--- src/rtl/gwdm_pkg.sv ---
// Shared types, constants and helpers for the walkable direction mask block.
// No dependencies.
`timescale 1ns / 1ps

package gwdm_pkg;

    localparam int MAX_WIDTH   = 256;
    localparam int MAX_HEIGHT  = 256;
    localparam int COORD_W     = $clog2(MAX_WIDTH);
    localparam int ROW_W       = $clog2(MAX_HEIGHT);
    localparam int CFG_W       = 9;
    localparam int CFG_IDX_W   = 1;
    localparam int OUT_W       = 8;
    localparam int QUEUE_DEPTH = 4;   // power of two
    localparam int QPTR_W      = $clog2(QUEUE_DEPTH);

    localparam logic [CFG_W-1:0] GRID_WIDTH_RESET  = 9'd16;
    localparam logic [CFG_W-1:0] GRID_HEIGHT_RESET = 9'd16;

    typedef enum logic {
        KIND_CELL  = 1'b0,
        KIND_DRAIN = 1'b1
    } kind_t;

    typedef enum logic [CFG_IDX_W-1:0] {
        REG_GRID_WIDTH  = 1'b0,
        REG_GRID_HEIGHT = 1'b1
    } reg_idx_t;

    // one column step for the back end
    typedef struct packed {
        logic [COORD_W-1:0] col;
        logic               walk;
        logic               emit;
        logic               has_l;
        logic               has_r;
        logic               has_d;
        logic               has_u;
        logic               last;
        logic [COORD_W-1:0] ox;
        logic [ROW_W-1:0]   oy;
    } op_t;

    typedef struct packed {
        logic full;
        logic empty;
    } q_status_t;

    // size minus one, with 0 taken as 1 and anything above lim taken as lim
    function automatic int unsigned clamp_m1(input logic [CFG_W-1:0] v,
                                             input int unsigned lim);
        int unsigned r;
        if (v == '0)
            r = 0;
        else if (32'(v) > lim)
            r = lim - 1;
        else
            r = 32'(v) - 32'd1;
        return r;
    endfunction

endpackage

--- src/rtl/gwdm_front.sv ---
// Front end: size registers, raster and result position counters, word classification.
// Depends on gwdm_pkg.
`timescale 1ns / 1ps

module gwdm_front (
    input  logic                          clk,
    input  logic                          rst_n,
    input  logic                          cfg_we,
    input  logic [gwdm_pkg::CFG_IDX_W-1:0] cfg_index,
    input  logic [gwdm_pkg::CFG_W-1:0]    cfg_data,
    input  logic                          in_valid,
    output logic                          in_ready,
    input  logic                          kind,
    input  logic                          walkable,
    input  gwdm_pkg::q_status_t           q_status,
    output logic                          push,
    output gwdm_pkg::op_t                 push_op
);
    import gwdm_pkg::*;

    logic [COORD_W-1:0] w_m1_reg, w_m1_next;
    logic [ROW_W-1:0]   h_m1_reg, h_m1_next;
    logic [COORD_W-1:0] in_col_reg, in_col_next;
    logic [ROW_W-1:0]   in_row_reg, in_row_next;
    logic [COORD_W-1:0] out_col_reg, out_col_next;
    logic [ROW_W-1:0]   out_row_reg, out_row_next;
    logic               full_reg, full_next;
    logic               prime_reg, prime_next;

    logic               accept;
    logic               col_wrap;
    logic [COORD_W-1:0] col_inc;
    logic               emit_cell;
    logic [COORD_W-1:0] out_col_adv;
    logic [ROW_W-1:0]   out_row_adv;

    always_ff @(posedge clk or negedge rst_n)
    begin
        if (!rst_n)
        begin
            w_m1_reg    <= COORD_W'(clamp_m1(GRID_WIDTH_RESET, MAX_WIDTH));
            h_m1_reg    <= ROW_W'(clamp_m1(GRID_HEIGHT_RESET, MAX_HEIGHT));
            in_col_reg  <= '0;
            in_row_reg  <= '0;
            out_col_reg <= '0;
            out_row_reg <= '0;
            full_reg    <= 1'b0;
            prime_reg   <= 1'b0;
        end
        else
        begin
            w_m1_reg    <= w_m1_next;
            h_m1_reg    <= h_m1_next;
            in_col_reg  <= in_col_next;
            in_row_reg  <= in_row_next;
            out_col_reg <= out_col_next;
            out_row_reg <= out_row_next;
            full_reg    <= full_next;
            prime_reg   <= prime_next;
        end
    end

    always_comb
    begin
        w_m1_next    = w_m1_reg;
        h_m1_next    = h_m1_reg;
        in_col_next  = in_col_reg;
        in_row_next  = in_row_reg;
        out_col_next = out_col_reg;
        out_row_next = out_row_reg;
        full_next    = full_reg;
        prime_next   = prime_reg;

        in_ready = !q_status.full && !prime_reg;
        accept   = in_valid && in_ready;
        col_wrap = (in_col_reg == w_m1_reg);
        col_inc  = col_wrap ? '0 : COORD_W'(in_col_reg + 1'b1);
        // a cell completes a neighborhood once w+1 further cells have arrived
        emit_cell = (in_row_reg != '0) && ((in_col_reg != '0) || (in_row_reg != ROW_W'(1)));

        if (out_col_reg == w_m1_reg)
        begin
            out_col_adv = '0;
            out_row_adv = ROW_W'(out_row_reg + 1'b1);
        end
        else
        begin
            out_col_adv = COORD_W'(out_col_reg + 1'b1);
            out_row_adv = out_row_reg;
        end

        push          = 1'b0;
        push_op.col   = in_col_reg;
        push_op.walk  = 1'b0;
        push_op.emit  = 1'b0;
        push_op.has_l = (out_col_reg != '0);
        push_op.has_r = (out_col_reg != w_m1_reg);
        push_op.has_d = (out_row_reg != '0);
        push_op.has_u = (out_row_reg != h_m1_reg);
        push_op.last  = (out_col_reg == w_m1_reg) && (out_row_reg == h_m1_reg);
        push_op.ox    = out_col_reg;
        push_op.oy    = out_row_reg;

        if (cfg_we)
        begin
            unique case (reg_idx_t'(cfg_index))
                REG_GRID_WIDTH:  w_m1_next = COORD_W'(clamp_m1(cfg_data, MAX_WIDTH));
                REG_GRID_HEIGHT: h_m1_next = ROW_W'(clamp_m1(cfg_data, MAX_HEIGHT));
            endcase
            in_col_next  = '0;
            in_row_next  = '0;
            out_col_next = '0;
            out_row_next = '0;
            full_next    = 1'b0;
            prime_next   = 1'b0;
        end
        else if (prime_reg)
        begin
            // single-row grid: one extra column step lines the window up
            if (!q_status.full)
            begin
                push        = 1'b1;
                in_col_next = col_inc;
                prime_next  = 1'b0;
            end
        end
        else if (accept)
        begin
            if (kind_t'(kind) == KIND_CELL && !full_reg)
            begin
                push         = 1'b1;
                push_op.walk = walkable;
                push_op.emit = emit_cell;
                in_col_next  = col_inc;
                if (col_wrap)
                begin
                    if (in_row_reg == h_m1_reg)
                    begin
                        in_row_next = '0;
                        full_next   = 1'b1;
                        prime_next  = (h_m1_reg == '0);
                    end
                    else
                    begin
                        in_row_next = ROW_W'(in_row_reg + 1'b1);
                    end
                end
                if (emit_cell)
                begin
                    out_col_next = out_col_adv;
                    out_row_next = out_row_adv;
                end
            end
            else if (kind_t'(kind) == KIND_DRAIN && full_reg)
            begin
                push         = 1'b1;
                push_op.emit = 1'b1;
                if (push_op.last)
                begin
                    in_col_next  = '0;
                    in_row_next  = '0;
                    out_col_next = '0;
                    out_row_next = '0;
                    full_next    = 1'b0;
                end
                else
                begin
                    in_col_next  = col_inc;
                    out_col_next = out_col_adv;
                    out_row_next = out_row_adv;
                end
            end
        end
    end

endmodule

--- src/rtl/gwdm_queue.sv ---
// Short FIFO of column steps between the front and back ends.
// Depends on gwdm_pkg.
`timescale 1ns / 1ps

module gwdm_queue (
    input  logic                clk,
    input  logic                rst_n,
    input  logic                push,
    input  gwdm_pkg::op_t       push_op,
    input  logic                pop,
    output gwdm_pkg::op_t       head_op,
    output gwdm_pkg::q_status_t q_status
);
    import gwdm_pkg::*;

    op_t               entries_reg [QUEUE_DEPTH];
    logic [QPTR_W-1:0] wr_ptr_reg, wr_ptr_next;
    logic [QPTR_W-1:0] rd_ptr_reg, rd_ptr_next;
    logic [QPTR_W:0]   count_reg, count_next;

    always_comb
    begin
        q_status.full  = (count_reg == (QPTR_W+1)'(QUEUE_DEPTH));
        q_status.empty = (count_reg == '0);
        head_op        = entries_reg[rd_ptr_reg];
        wr_ptr_next    = push ? QPTR_W'(wr_ptr_reg + 1'b1) : wr_ptr_reg;
        rd_ptr_next    = pop  ? QPTR_W'(rd_ptr_reg + 1'b1) : rd_ptr_reg;
        count_next     = (QPTR_W+1)'(count_reg + (QPTR_W+1)'(push) - (QPTR_W+1)'(pop));
    end

    always_ff @(posedge clk or negedge rst_n)
    begin
        if (!rst_n)
        begin
            wr_ptr_reg <= '0;
            rd_ptr_reg <= '0;
            count_reg  <= '0;
        end
        else
        begin
            wr_ptr_reg <= wr_ptr_next;
            rd_ptr_reg <= rd_ptr_next;
            count_reg  <= count_next;
        end
    end

    always_ff @(posedge clk)
    begin
        if (push)
            entries_reg[wr_ptr_reg] <= push_op;
    end

endmodule

--- src/rtl/gwdm_back.sv ---
// Back end: two-row line store, 3x3 column window, mask logic and output register.
// Depends on gwdm_pkg.
`timescale 1ns / 1ps

module gwdm_back (
    input  logic                clk,
    input  logic                rst_n,
    input  gwdm_pkg::op_t       head_op,
    input  gwdm_pkg::q_status_t q_status,
    output logic                pop,
    output logic                emit_fire,
    output logic                out_valid,
    input  logic                out_ready,
    output logic [gwdm_pkg::OUT_W-1:0] cell_x,
    output logic [gwdm_pkg::OUT_W-1:0] cell_y,
    output logic [7:0]          directions,
    output logic                last_cell
);
    import gwdm_pkg::*;

    // column bits: row below, center row, row above
    localparam int DN  = 0;
    localparam int MID = 1;
    localparam int UP  = 2;

    typedef logic [2:0] col_t;

    // entry bit 1: two rows back, bit 0: previous row
    logic [1:0]       lb_mem [MAX_WIDTH];
    logic [1:0]       lb_rd_reg;
    logic [1:0]       lb_wdata;

    logic             b_valid_reg, b_valid_next;
    op_t              b_op_reg;
    col_t             win_a_reg, win_b_reg;
    logic             out_valid_reg, out_valid_next;
    logic [OUT_W-1:0] cell_x_reg, cell_y_reg;
    logic [7:0]       dir_reg;
    logic             last_reg;

    logic             out_free;
    logic             b_fire;
    col_t             col_r;
    logic             step_l, step_r, step_d, step_u;
    logic [7:0]       dir;

    always_comb
    begin
        out_free  = !out_valid_reg || out_ready;
        b_fire    = b_valid_reg && (!b_op_reg.emit || out_free);
        pop       = !q_status.empty && (!b_valid_reg || b_fire);
        emit_fire = b_fire && b_op_reg.emit;

        col_r[DN]  = lb_rd_reg[1];
        col_r[MID] = lb_rd_reg[0];
        col_r[UP]  = b_op_reg.walk;
        lb_wdata   = {lb_rd_reg[0], b_op_reg.walk};

        // left = older window column, center = newer, right = incoming
        step_l = b_op_reg.has_l && win_b_reg[MID];
        step_r = b_op_reg.has_r && col_r[MID];
        step_d = b_op_reg.has_d && win_a_reg[DN];
        step_u = b_op_reg.has_u && win_a_reg[UP];

        dir[0] = step_l;
        dir[1] = step_r;
        dir[2] = step_d;
        dir[3] = step_u;
        dir[4] = step_d && step_r && col_r[DN];
        dir[5] = step_d && step_l && win_b_reg[DN];
        dir[6] = step_u && step_r && col_r[UP];
        dir[7] = step_u && step_l && win_b_reg[UP];

        b_valid_next = pop ? 1'b1 : (b_fire ? 1'b0 : b_valid_reg);

        if (emit_fire)
            out_valid_next = 1'b1;
        else if (out_ready)
            out_valid_next = 1'b0;
        else
            out_valid_next = out_valid_reg;
    end

    always_ff @(posedge clk or negedge rst_n)
    begin
        if (!rst_n)
        begin
            b_valid_reg   <= 1'b0;
            out_valid_reg <= 1'b0;
        end
        else
        begin
            b_valid_reg   <= b_valid_next;
            out_valid_reg <= out_valid_next;
        end
    end

    always_ff @(posedge clk)
    begin
        if (b_fire)
            lb_mem[b_op_reg.col] <= lb_wdata;
        if (pop)
        begin
            if (b_fire && (b_op_reg.col == head_op.col))
                lb_rd_reg <= lb_wdata;
            else
                lb_rd_reg <= lb_mem[head_op.col];
        end
    end

    always_ff @(posedge clk)
    begin
        if (pop)
            b_op_reg <= head_op;
        if (b_fire)
        begin
            win_b_reg <= win_a_reg;
            win_a_reg <= col_r;
        end
        if (emit_fire)
        begin
            cell_x_reg <= OUT_W'(b_op_reg.ox);
            cell_y_reg <= OUT_W'(b_op_reg.oy);
            dir_reg    <= dir;
            last_reg   <= b_op_reg.last;
        end
    end

    assign out_valid  = out_valid_reg;
    assign cell_x     = cell_x_reg;
    assign cell_y     = cell_y_reg;
    assign directions = dir_reg;
    assign last_cell  = last_reg;

endmodule

--- src/rtl/grid_walkable_direction_mask.sv ---
// Path: a cell's mask passes the queue, the back-end step register and the output register
//   after the word that completes its 3x3 neighborhood (w+1 cells later in raster order,
//   or a drain word). Throughput: one word per cycle while in_ready is high; a single-row
//   grid takes one extra column step per frame in the front end to line up the column window.
// Reset: positions cleared, sizes 16x16, line store holds no reset value.
`timescale 1ns / 1ps

module grid_walkable_direction_mask (
    input  logic                           clk,
    input  logic                           rst_n,
    input  logic                           cfg_we,
    input  logic [gwdm_pkg::CFG_IDX_W-1:0] cfg_index,
    input  logic [gwdm_pkg::CFG_W-1:0]     cfg_data,
    input  logic                           in_valid,
    output logic                           in_ready,
    input  logic                           kind,
    input  logic                           walkable,
    output logic                           out_valid,
    input  logic                           out_ready,
    output logic [gwdm_pkg::OUT_W-1:0]     cell_x,
    output logic [gwdm_pkg::OUT_W-1:0]     cell_y,
    output logic [7:0]                     directions,
    output logic                           last_cell
);
    import gwdm_pkg::*;

    logic      q_push;
    op_t       q_push_op;
    logic      q_pop;
    op_t       q_head_op;
    q_status_t q_status;
    logic      emit_fire;

    gwdm_front u_front (
        .clk      (clk),
        .rst_n    (rst_n),
        .cfg_we   (cfg_we),
        .cfg_index(cfg_index),
        .cfg_data (cfg_data),
        .in_valid (in_valid),
        .in_ready (in_ready),
        .kind     (kind),
        .walkable (walkable),
        .q_status (q_status),
        .push     (q_push),
        .push_op  (q_push_op)
    );

    gwdm_queue u_queue (
        .clk     (clk),
        .rst_n   (rst_n),
        .push    (q_push),
        .push_op (q_push_op),
        .pop     (q_pop),
        .head_op (q_head_op),
        .q_status(q_status)
    );

    gwdm_back u_back (
        .clk       (clk),
        .rst_n     (rst_n),
        .head_op   (q_head_op),
        .q_status  (q_status),
        .pop       (q_pop),
        .emit_fire (emit_fire),
        .out_valid (out_valid),
        .out_ready (out_ready),
        .cell_x    (cell_x),
        .cell_y    (cell_y),
        .directions(directions),
        .last_cell (last_cell)
    );

    a_no_push_when_full: assert property (@(posedge clk) disable iff (!rst_n)
        q_push |-> !q_status.full)
        else $error("queue written while full");

    a_no_pop_when_empty: assert property (@(posedge clk) disable iff (!rst_n)
        q_pop |-> !q_status.empty)
        else $error("queue read while empty");

    a_emit_reaches_output: assert property (@(posedge clk) disable iff (!rst_n)
        emit_fire |=> out_valid)
        else $error("mask word lost before output register");

endmodule
--- config.mk ---
export PLATFORM = sky130hd
export DESIGN_NAME = grid_walkable_direction_mask
export DESIGN_NICKNAME = d
export VERILOG_FILES = /design/src/rtl/gwdm_pkg.sv /design/src/rtl/gwdm_front.sv /design/src/rtl/gwdm_queue.sv /design/src/rtl/gwdm_back.sv /design/src/rtl/grid_walkable_direction_mask.sv
export SDC_FILE = /design/constraint.sdc
export NUM_CORES = 1
export LEC_CHECK = 0
export BUFFER_PORTS_ARGS = -buffer_cell sky130_fd_sc_hd__buf_2
export CAP_MARGIN = 20
export CELL_PAD_IN_SITES_DETAIL_PLACEMENT = 0
export CELL_PAD_IN_SITES_GLOBAL_PLACEMENT = 2
export CORE_MARGIN = 2
export CORE_UTILIZATION = 42
export DETAILED_ROUTE_END_ITERATION = 8
export PLACE_DENSITY = 0.85
export SLEW_MARGIN = 20
export SYNTH_ARGS = -nofsm -noshare
export SYNTH_HDL_FRONTEND = slang
export SYNTH_SLANG_ARGS = --single-unit
--- constraint.sdc ---
create_clock -name clk -period 4.15 [get_ports clk]
set_clock_uncertainty 0.05 [all_clocks]
set_input_delay 0.6225 -clock clk [delete_from_list [all_inputs] [get_ports clk]]
set_output_delay 0.6225 -clock clk [all_outputs]
set_load 0.01 [all_outputs]
==> results.txt, run 1 <==
TritonCTS built the clock tree. The max-slew violation count came out at 0. The average instance area after synthesis is 14.9 um2. Dividing the detail-routed wire length by the instance count gives 23.6 um. The chip height is 279 um. For this design, the sink count on the clock tree is 759.

Data arrives at the worst endpoint at 4.24 ns. The count of mapped cells out of synthesis is 2126. The wire length of the first global-routing pass is 115000 um. The total standard cell area after synthesis came out at 0.0318 mm2.

The clock-pin slew of the registers on the worst-case setup and hold paths is 0.07 ns. The total iterations of the first detailed-routing run is 5. The final design utilization came out at 0.480. In the final design database the tool counted 2241 nets. The final routed DRC violation total is 0.

At the pin with the least slew margin, the transition time is 1.08 ns. Along the worst path, the maximum fanout reaches 29. The detailed router finished its first iteration with 1652 violations. The run finished with clean final reports. The leakage component of the power is 12.3 nW. The total area of sequential cells came out at 0.0225 mm2. The CTS buffer count came out at 80. The share of final-layout standard cells stronger than drive strength 1 came out at 0.133. Entering global routing, the biggest net connects 158 pins. Subtracting the final worst setup slack from the clock period gives 3.91 ns. The post-synth net total is 2163.

For this run, the number of Yosys warnings is 0. The post-DP HPWL is 47100 um. The dominant register cell in the synthesized netlist is sky130_fd_sc_hd__edfxtp_1. The wire length reported by the detailed router is 76500 um.

The count of antenna diodes in the layout came out at 0. No sink is reached through more buffers than the 3 on the longest clock path. For the worst-skew pair, the clock arrives at the later sink with an insertion delay of 0.63 ns.

The number of placement rows came out at 100. The remaining global-route overflow came out at 0. The worst ir drop on vdd is 623 uV. The via-per-instance ratio came out at 5.65.

At the worst endpoint, the required time is 4.48 ns. The tool flagged a number of max-cap violations equal to 0. The power per unit of standard cell area came out at 701 mW/mm2. Of the post-synthesis cell area, the dominant cell type holds 0.661. After clock tree synthesis, the repair step resized 0 gates. The achievable clock frequency came out at 256 MHz. The global-route total usage across every layer came out at 0.196. In this run the count of I/O pins placed on the die edge is 44.

The path class of the tightest hold or removal check is input port to asynchronous set/reset pin. The count of endpoints failing hold in the final timing report is 0. The count of filler cells inserted in the layout is 6329. Ranked by total cell area, the synthesized netlist is headed by sky130_fd_sc_hd__edfxtp_1 (66%), sky130_fd_sc_hd__mux2i_1 (7.7%), sky130_fd_sc_hd__dfrtp_1 (4.0%), sky130_fd_sc_hd__nor2_1 (3.6%), sky130_fd_sc_hd__mux4_2 (2.7%). The starting density of the core is 0.425. The initial antenna violation count came to 0.

The hold-fix buffer count after cts came out at 0. Of all cell types, the one taking the most synthesized area is sky130_fd_sc_hd__edfxtp_1. The final weighted congestion in routability-driven placement came out at 0.855. The sort of element at the end of the critical path is a register.

The final critical-path share of the clock period came out at 0.941. The number of vias in the routed layout is 18300. The area inside the core boundary is 0.0747 mm2. The origin of the worst setup path is u_queue.rd_ptr_reg[0]$_DFFE_PN0P_. In this run the critical register-to-register path is launched from u_queue.rd_ptr_reg[0]$_DFFE_PN0P_. The synthesized design contains 759 register bits.

The post-CTS setup-driven buffer insertion count is 0. The synthesized design contains 700 enable-type register cells. Measured against its own limit, the worst slew margin works out to 0.277. The area growth from synthesis to final layout is 12.9%. The sequential share of the synthesized area is 0.708. The area of the die is 0.0779 mm2. The final antenna-violating net count came out at 0. Setup repair after global routing left no endpoint under its margin.

The overall die width is 279 um. The area of the multi-input gates came out at 0.00852 mm2. The number of buffers inserted by port buffering is 43.

The worst setup path is of the register to register kind. The number of unique standard cell types used by synthesis came out at 63. The flip-flop count of the largest register, all copies and words added is 512. The total negative slack for setup checks came out at 0 ns. The via count of the first global-routing pass is 18400. The number of levels the H-tree was split into came out at 3. The final number of setup-violating endpoints is 0. STA classifies the critical path startpoint as a register. The async set or reset register ratio after synthesis is 0.0777. The cell sitting at the root of the clock tree is a sky130_fd_sc_hd__clkbuf_16.
-- routing by layer --
| metal | GRT usage | part of all wire | vias to the layer above |
|---|---|---|---|
| li1 | - | - | 8191 |
| met2 | 0.329 | 0.49 | 596 |
| met3 | 0.0321 | 0.060 | 140 |
| met1 | 0.261 | 0.42 | 9352 |
| met4 | 0.0633 | 0.031 | 0 |
| met5 | 0 | 0 | - |
-- power by group --
part | leakage (nW) | switching [W] | internal (W) | total (W)
clock | 1.27 | 0.00290 | 0.00411 | 0.00701
combinational | 3.90 | 0.00522 | 0.00257 | 0.00779
sequential | 7.11 | 0.000370 | 0.00996 | 0.0103
total | 12.3 | 0.00849 | 0.0166 | 0.0251
-- final timing paths --
kind	to	slack [ns]	cells after the start
worst min-delay path	u_front.in_row_reg[2]$_DFFE_PN0P_	0.04	1
worst max register to register	u_back.lb_rd_reg[0]$_DFFE_PP_	0.24	9
min in group clk	u_front.prime_reg$_DFF_PN0_	0.29	3
worst max-delay path	u_back.lb_rd_reg[0]$_DFFE_PP_	0.24	9
worst min register to register	u_back.win_b_reg[1]$_DFFE_PP_	0.37	0
max in group asynchronous	u_front.w_m1_reg[1]$_DFFE_PN1P_	3.08	2
-- through the flow --
| stage | power, W | instances | area (um2) | hold WS (ns) | setup WS [ns] |
|---|---|---|---|---|---|
| 6_report | 0.0251 | 3237 | 35900 | 0.0432 | 0.243 |
| 5_1_grt | 0.0261 | 3237 | 35900 | 0.0830 | 0.0871 |
| 4_1_cts | 0.0253 | 3237 | 35900 | 0.0489 | 0.245 |
| 3_5_place_dp | 0.0183 | 3091 | 33300 | 0.355 | 0.262 |
| 3_3_place_gp | 0.0181 | 3091 | 33300 | 0.355 | 0.282 |
| 2_1_floorplan | 0.0156 | 2126 | 31800 | 0.277 | 0.0119 |
-- layout make-up --
| type | count | share of cell area |
|---|---|---|
| inverter | 35 | 0.00370 |
| multi-input combinational | 1214 | 0.238 |
| timing repair buffer | 114 | 0.0254 |
| clock buffer | 107 | 0.0612 |
| sequential | 759 | 0.628 |
| tap | 969 | 0.0338 |
| clock inverter | 39 | 0.0108 |
-- cell usage in the layout, fill, tap and decap left out, drive strengths merged, types with 35 or more instances in the layout --
cell type  count
o21ai         61
inv           38
mux2i        245
nand2        109
buf          114
clkbuf       107
a211oi        45
nand3         37
edfxtp       700
nor2         308
nor2b         35
dfrtp         51
mux4          38
-- kinds of logic after synthesis --
group | Yosys count | share of synthesized area
flip-flops | 759 | 0.708
AND/OR/NAND/NOR | 599 | 0.0834
multiplexers | 298 | 0.109
AO/OA/AOI/OAI | 239 | 0.0503
buffers and inverters | 153 | 0.0245
XOR/XNOR | 56 | 0.0154
adder cells (fa/ha/maj) | 22 | 0.00874
-- cells in the mapped netlist, types with 6 or more instances --
library cell / number
sky130_fd_sc_hd__edfxtp_1: 700
sky130_fd_sc_hd__and2_1: 12
sky130_fd_sc_hd__ha_1: 19
sky130_fd_sc_hd__buf_1: 8
sky130_fd_sc_hd__o31ai_1: 6
sky130_fd_sc_hd__mux4_2: 38
sky130_fd_sc_hd__buf_4: 8
sky130_fd_sc_hd__a22oi_1: 31
sky130_fd_sc_hd__buf_2: 24
sky130_fd_sc_hd__nor3_1: 24
sky130_fd_sc_hd__inv_1: 34
sky130_fd_sc_hd__nand4_1: 9
sky130_fd_sc_hd__xor2_1: 28
sky130_fd_sc_hd__o21ai_0: 58
sky130_fd_sc_hd__buf_6: 19
sky130_fd_sc_hd__nand3_1: 37
sky130_fd_sc_hd__dfstp_2: 8
sky130_fd_sc_hd__mux2_2: 14
sky130_fd_sc_hd__a31oi_1: 13
sky130_fd_sc_hd__o22ai_1: 17
sky130_fd_sc_hd__nand2b_1: 13
sky130_fd_sc_hd__nor2_1: 308
sky130_fd_sc_hd__a21oi_1: 24
sky130_fd_sc_hd__nand2_1: 109
sky130_fd_sc_hd__o221ai_1: 11
sky130_fd_sc_hd__clkbuf_1: 59
sky130_fd_sc_hd__and3_1: 12
sky130_fd_sc_hd__nor4_1: 19
sky130_fd_sc_hd__dfrtp_1: 51
sky130_fd_sc_hd__mux2i_1: 245
sky130_fd_sc_hd__a211oi_1: 44
sky130_fd_sc_hd__nor2b_1: 35
sky130_fd_sc_hd__xnor2_1: 28
-- worst max-delay path, cell delays in order (launching register included) --
cell and delay (ns):
sky130_fd_sc_hd__dfrtp_2 0.49, sky130_fd_sc_hd__buf_4 0.55, sky130_fd_sc_hd__mux4_2 0.68, sky130_fd_sc_hd__nand2b_1 0.40
sky130_fd_sc_hd__nor3_1 0.12, sky130_fd_sc_hd__a221oi_1 0.32, sky130_fd_sc_hd__o21ai_1 0.20, sky130_fd_sc_hd__nor4_1 0.52
sky130_fd_sc_hd__nor2_1 0.11, sky130_fd_sc_hd__a41o_1 0.23
Power figures use the tool's default switching activity.
==> run 2: changes to the inputs <==
--- a/config.mk
+++ b/config.mk
@@ -10,9 +10,9 @@
 export CELL_PAD_IN_SITES_DETAIL_PLACEMENT = 0
 export CELL_PAD_IN_SITES_GLOBAL_PLACEMENT = 2
 export CORE_MARGIN = 2
-export CORE_UTILIZATION = 42
+export CORE_UTILIZATION = 47
 export DETAILED_ROUTE_END_ITERATION = 8
-export PLACE_DENSITY = 0.85
+export PLACE_DENSITY = 0.9
 export SLEW_MARGIN = 20
 export SYNTH_ARGS = -nofsm -noshare
 export SYNTH_HDL_FRONTEND = slang
==> constraint.sdc (replaced) <==
create_clock -name clk -period 3.6 [get_ports clk]
set_clock_uncertainty 0.05 [all_clocks]
set_input_delay 0.54 -clock clk [delete_from_list [all_inputs] [get_ports clk]]
set_output_delay 0.54 -clock clk [all_outputs]
set_load 0.01 [all_outputs]
==> run 2 against run 1 <==
Effect of this change: cell count fell by 2.0%; global-route usage rose by 1.8 points; sequential share of layout area decreased by 0.45 points; maximum frequency grew 10%; routed wire length is 2.6% lower; cell area up 0.72%; clock power is 16% higher; non-clock buffer count rose by 38; hold slack better by 0.14 ns.
==> results.txt, run 2 (synthesized netlist as in run 1, its figures left out) <==
The area growth from synthesis to final layout came out at 13.7%. The via count of the first global-routing pass is 18700 (+1.7%). The library cell used most frequently in the layout, excluding fill and tap cells, is sky130_fd_sc_hd__edfxtp_1.

The average detailed-routed wire length per instance is 23.5 um (-0.67%). The clock-pin slew of the registers on the worst-case setup and hold paths is 0.06 ns (about the same). The final critical path time including I/O delays and setup is 3.54 ns (-0.367 ns).

The wire length reported by the detailed router came out at 74500 um (-2.6%). The leakage component of the power came to 12.5 nW (+1.5%). The number of design-rule violations left by the first detailed-router iteration was 1850 (+12%). The share of final-layout standard cells stronger than drive strength 1 was 0.146 (+0.0134). The setup path with the least slack is of type register to register.

The starting density of the core came out at 0.474 (+0.0486). The final routed DRC violation total is 0 (unchanged). The clock tree from TritonCTS is built. The arrival time reported for the critical path endpoint came to 3.96 ns (-0.28 ns).

The via-per-instance ratio was 5.83 (+3.3%). The global-route total usage across every layer is 0.214 (+0.0180). The max-slew violation count came out at 0 (unchanged). The count of endpoints failing hold in the final timing report is 0 (unchanged).

The number of nets in the finished design is 2277 (+1.6%). The number of cells in the finished layout apart from fillers came to 3173 (-2.0%). The number of maximum-capacitance violations is 0 (unchanged).

The I/O pin total came out at 44 (unchanged). The final worst hold slack came out at 0.188 ns (+0.145 ns). The tree is rooted in a sky130_fd_sc_hd__clkbuf_16.

The power per unit of standard cell area was 813 mW/mm2 (+16%). The area of the die came out at 0.0697 mm2 (-10%). The number of vias in the routed layout came out at 18500 (+1.3%). The remaining global-route overflow was 0 (unchanged).

The cell area after placement came out at 0.0335 mm2 (+0.73%). The worst ir drop on vdd is 717 uV (+15%). The CTS buffer count came to 78 (-2.5%). The worst hold path class is input port to register.

The cell total after placement came to 3032 (-1.9%). The final critical-path share of the clock period was 0.983 (+0.0420). The pin count of the biggest net entering global routing came out at 182 (+15%). The library cells used most frequently in the layout, excluding fill and tap cells, are sky130_fd_sc_hd__edfxtp_1 (700), sky130_fd_sc_hd__nor2_1 (307), sky130_fd_sc_hd__mux2i_1 (245).

The chip height is 264 um (-5.4%). Setup repair after global routing left no endpoint under its margin. The data required time at the worst endpoint came out at 4.02 ns (-0.46 ns). The number of buffers inserted by port buffering came out at 43 (unchanged).

The final number of setup-violating endpoints is 0 (unchanged). The TritonCTS sink count came to 759 (unchanged). The worst setup path is launched from a register.

The transition at the pin with the smallest max-transition slack is 0.948 ns (-0.136 ns). The area inside the core boundary came out at 0.0670 mm2 (-10%). The tightest slew margin relative to the limit came out at 0.366 (+0.0886). The total iterations of the first detailed-routing run is 5 (unchanged). The maximum net fanout on the critical path came out at 53 (+83%). The initial antenna violation count was 0 (unchanged). The post-DP HPWL is 46100 um (-2.0%).

The power consumption is 0.0294 W (+17%). The final antenna-violating net count is 0 (unchanged). The worst-case clock buffer depth came out at 3 (unchanged).

The overall die width came out at 264 um (-5.4%). The wire length of the first global-routing pass came out at 113000 um (-1.7%). The flip-flop count of the largest register, all copies and words added came out at 512 (unchanged). The run finished with clean final reports. The number of placement rows came out at 95 (-5.0%). The final weighted congestion in routability-driven placement was 0.841 (-1.7%). The total negative slack for setup checks is 0 ns (unchanged). The worst-skew pair later-pin latency came out at 0.64 ns (about the same). The number of levels the H-tree was split into came out at 3 (unchanged).

The post-route cell area came out at 0.0361 mm2 (+0.72%). STA classifies the critical path endpoint as a register. The achievable clock frequency is 282 MHz (+10%).

The count of antenna diodes in the layout came out at 0 (unchanged).
-- run 2: final cells by class --
cell class                      instances  area, um2
Inverter                               35        133
Multi-Input combinational cell       1214       8530
Tap cell                              873       1090
Fill cell                            5363      30900
Clock buffer                          100       2080
Sequential cell                       759      22500
Clock inverter                         40        495
Timing Repair Buffer                  152       1290
-- run 2: metal layers --
metal / vias to the layer above / routed length, um / global-route usage
met5: - / 0 / 0
met4: 0 / 2510 / 0.0840
met3: 159 / 5270 / 0.0361
met2: 696 / 36500 / 0.356
met1: 9394 / 30200 / 0.283
li1: 8259 / - / -
-- run 2: stage by stage --
step / utilization / setup WS, ns
2_1_floorplan: - / -0.538
3_3_place_gp: 0.500 / 0.0783
3_5_place_dp: 0.500 / 0.0827
4_1_cts: 0.539 / 0.0550
5_1_grt: 0.539 / 0.0198
6_report: 0.539 / 0.0597
-- run 2: worst paths after layout --
kind	startpoint	to	slack [ns]	cells after the start
hold / removal	in_valid	u_front.prime_reg$_DFF_PN0_	0.19	3
max in group asynchronous	rst_n	u_front.w_m1_reg[2]$_DFFE_PN1P_	2.79	3
min in group asynchronous	rst_n	u_front.out_row_reg[6]$_DFFE_PN0P_	0.39	3
setup / recovery	u_queue.rd_ptr_reg[0]$_DFFE_PN0P_	u_back.lb_rd_reg[1]$_DFFE_PP_	0.06	10
setup reg to reg	u_queue.rd_ptr_reg[0]$_DFFE_PN0P_	u_back.lb_rd_reg[1]$_DFFE_PP_	0.06	10
hold reg to reg	u_back.b_op_reg[11]$_DFFE_PP_	u_back.cell_x[3]$_DFFE_PP_	0.37	0
-- run 2: what timing repair did --
item | CTS | global route
setup buffers | 0 | 0
hold buffers | 1 | 0
endpoints found under the setup margin | 0 | 2
endpoints found under the hold margin | 51 | 0
gates resized for setup | 0 | 5
-- run 2: critical path, cell delays in order, from the launching register on --
cell and delay [ns]:
sky130_fd_sc_hd__dfrtp_2 0.46, sky130_fd_sc_hd__mux4_4 0.72, sky130_fd_sc_hd__buf_12 0.20, sky130_fd_sc_hd__buf_12 0.21, sky130_fd_sc_hd__mux2i_1 0.17, sky130_fd_sc_hd__a22oi_1 0.24
sky130_fd_sc_hd__a21oi_1 0.12, sky130_fd_sc_hd__a211oi_1 0.48, sky130_fd_sc_hd__nor4_1 0.14, sky130_fd_sc_hd__or3_1 0.38, sky130_fd_sc_hd__o22ai_1 0.13
-- run 2: where the power goes --
part | leakage (nW) | internal (W) | switching, W | total [W]
Combinational | 4.11 | 0.00332 | 0.00606 | 0.00938
Sequential | 7.11 | 0.0115 | 0.000417 | 0.0119
Clock | 1.25 | 0.00476 | 0.00335 | 0.00810
Total | 12.5 | 0.0196 | 0.00982 | 0.0294
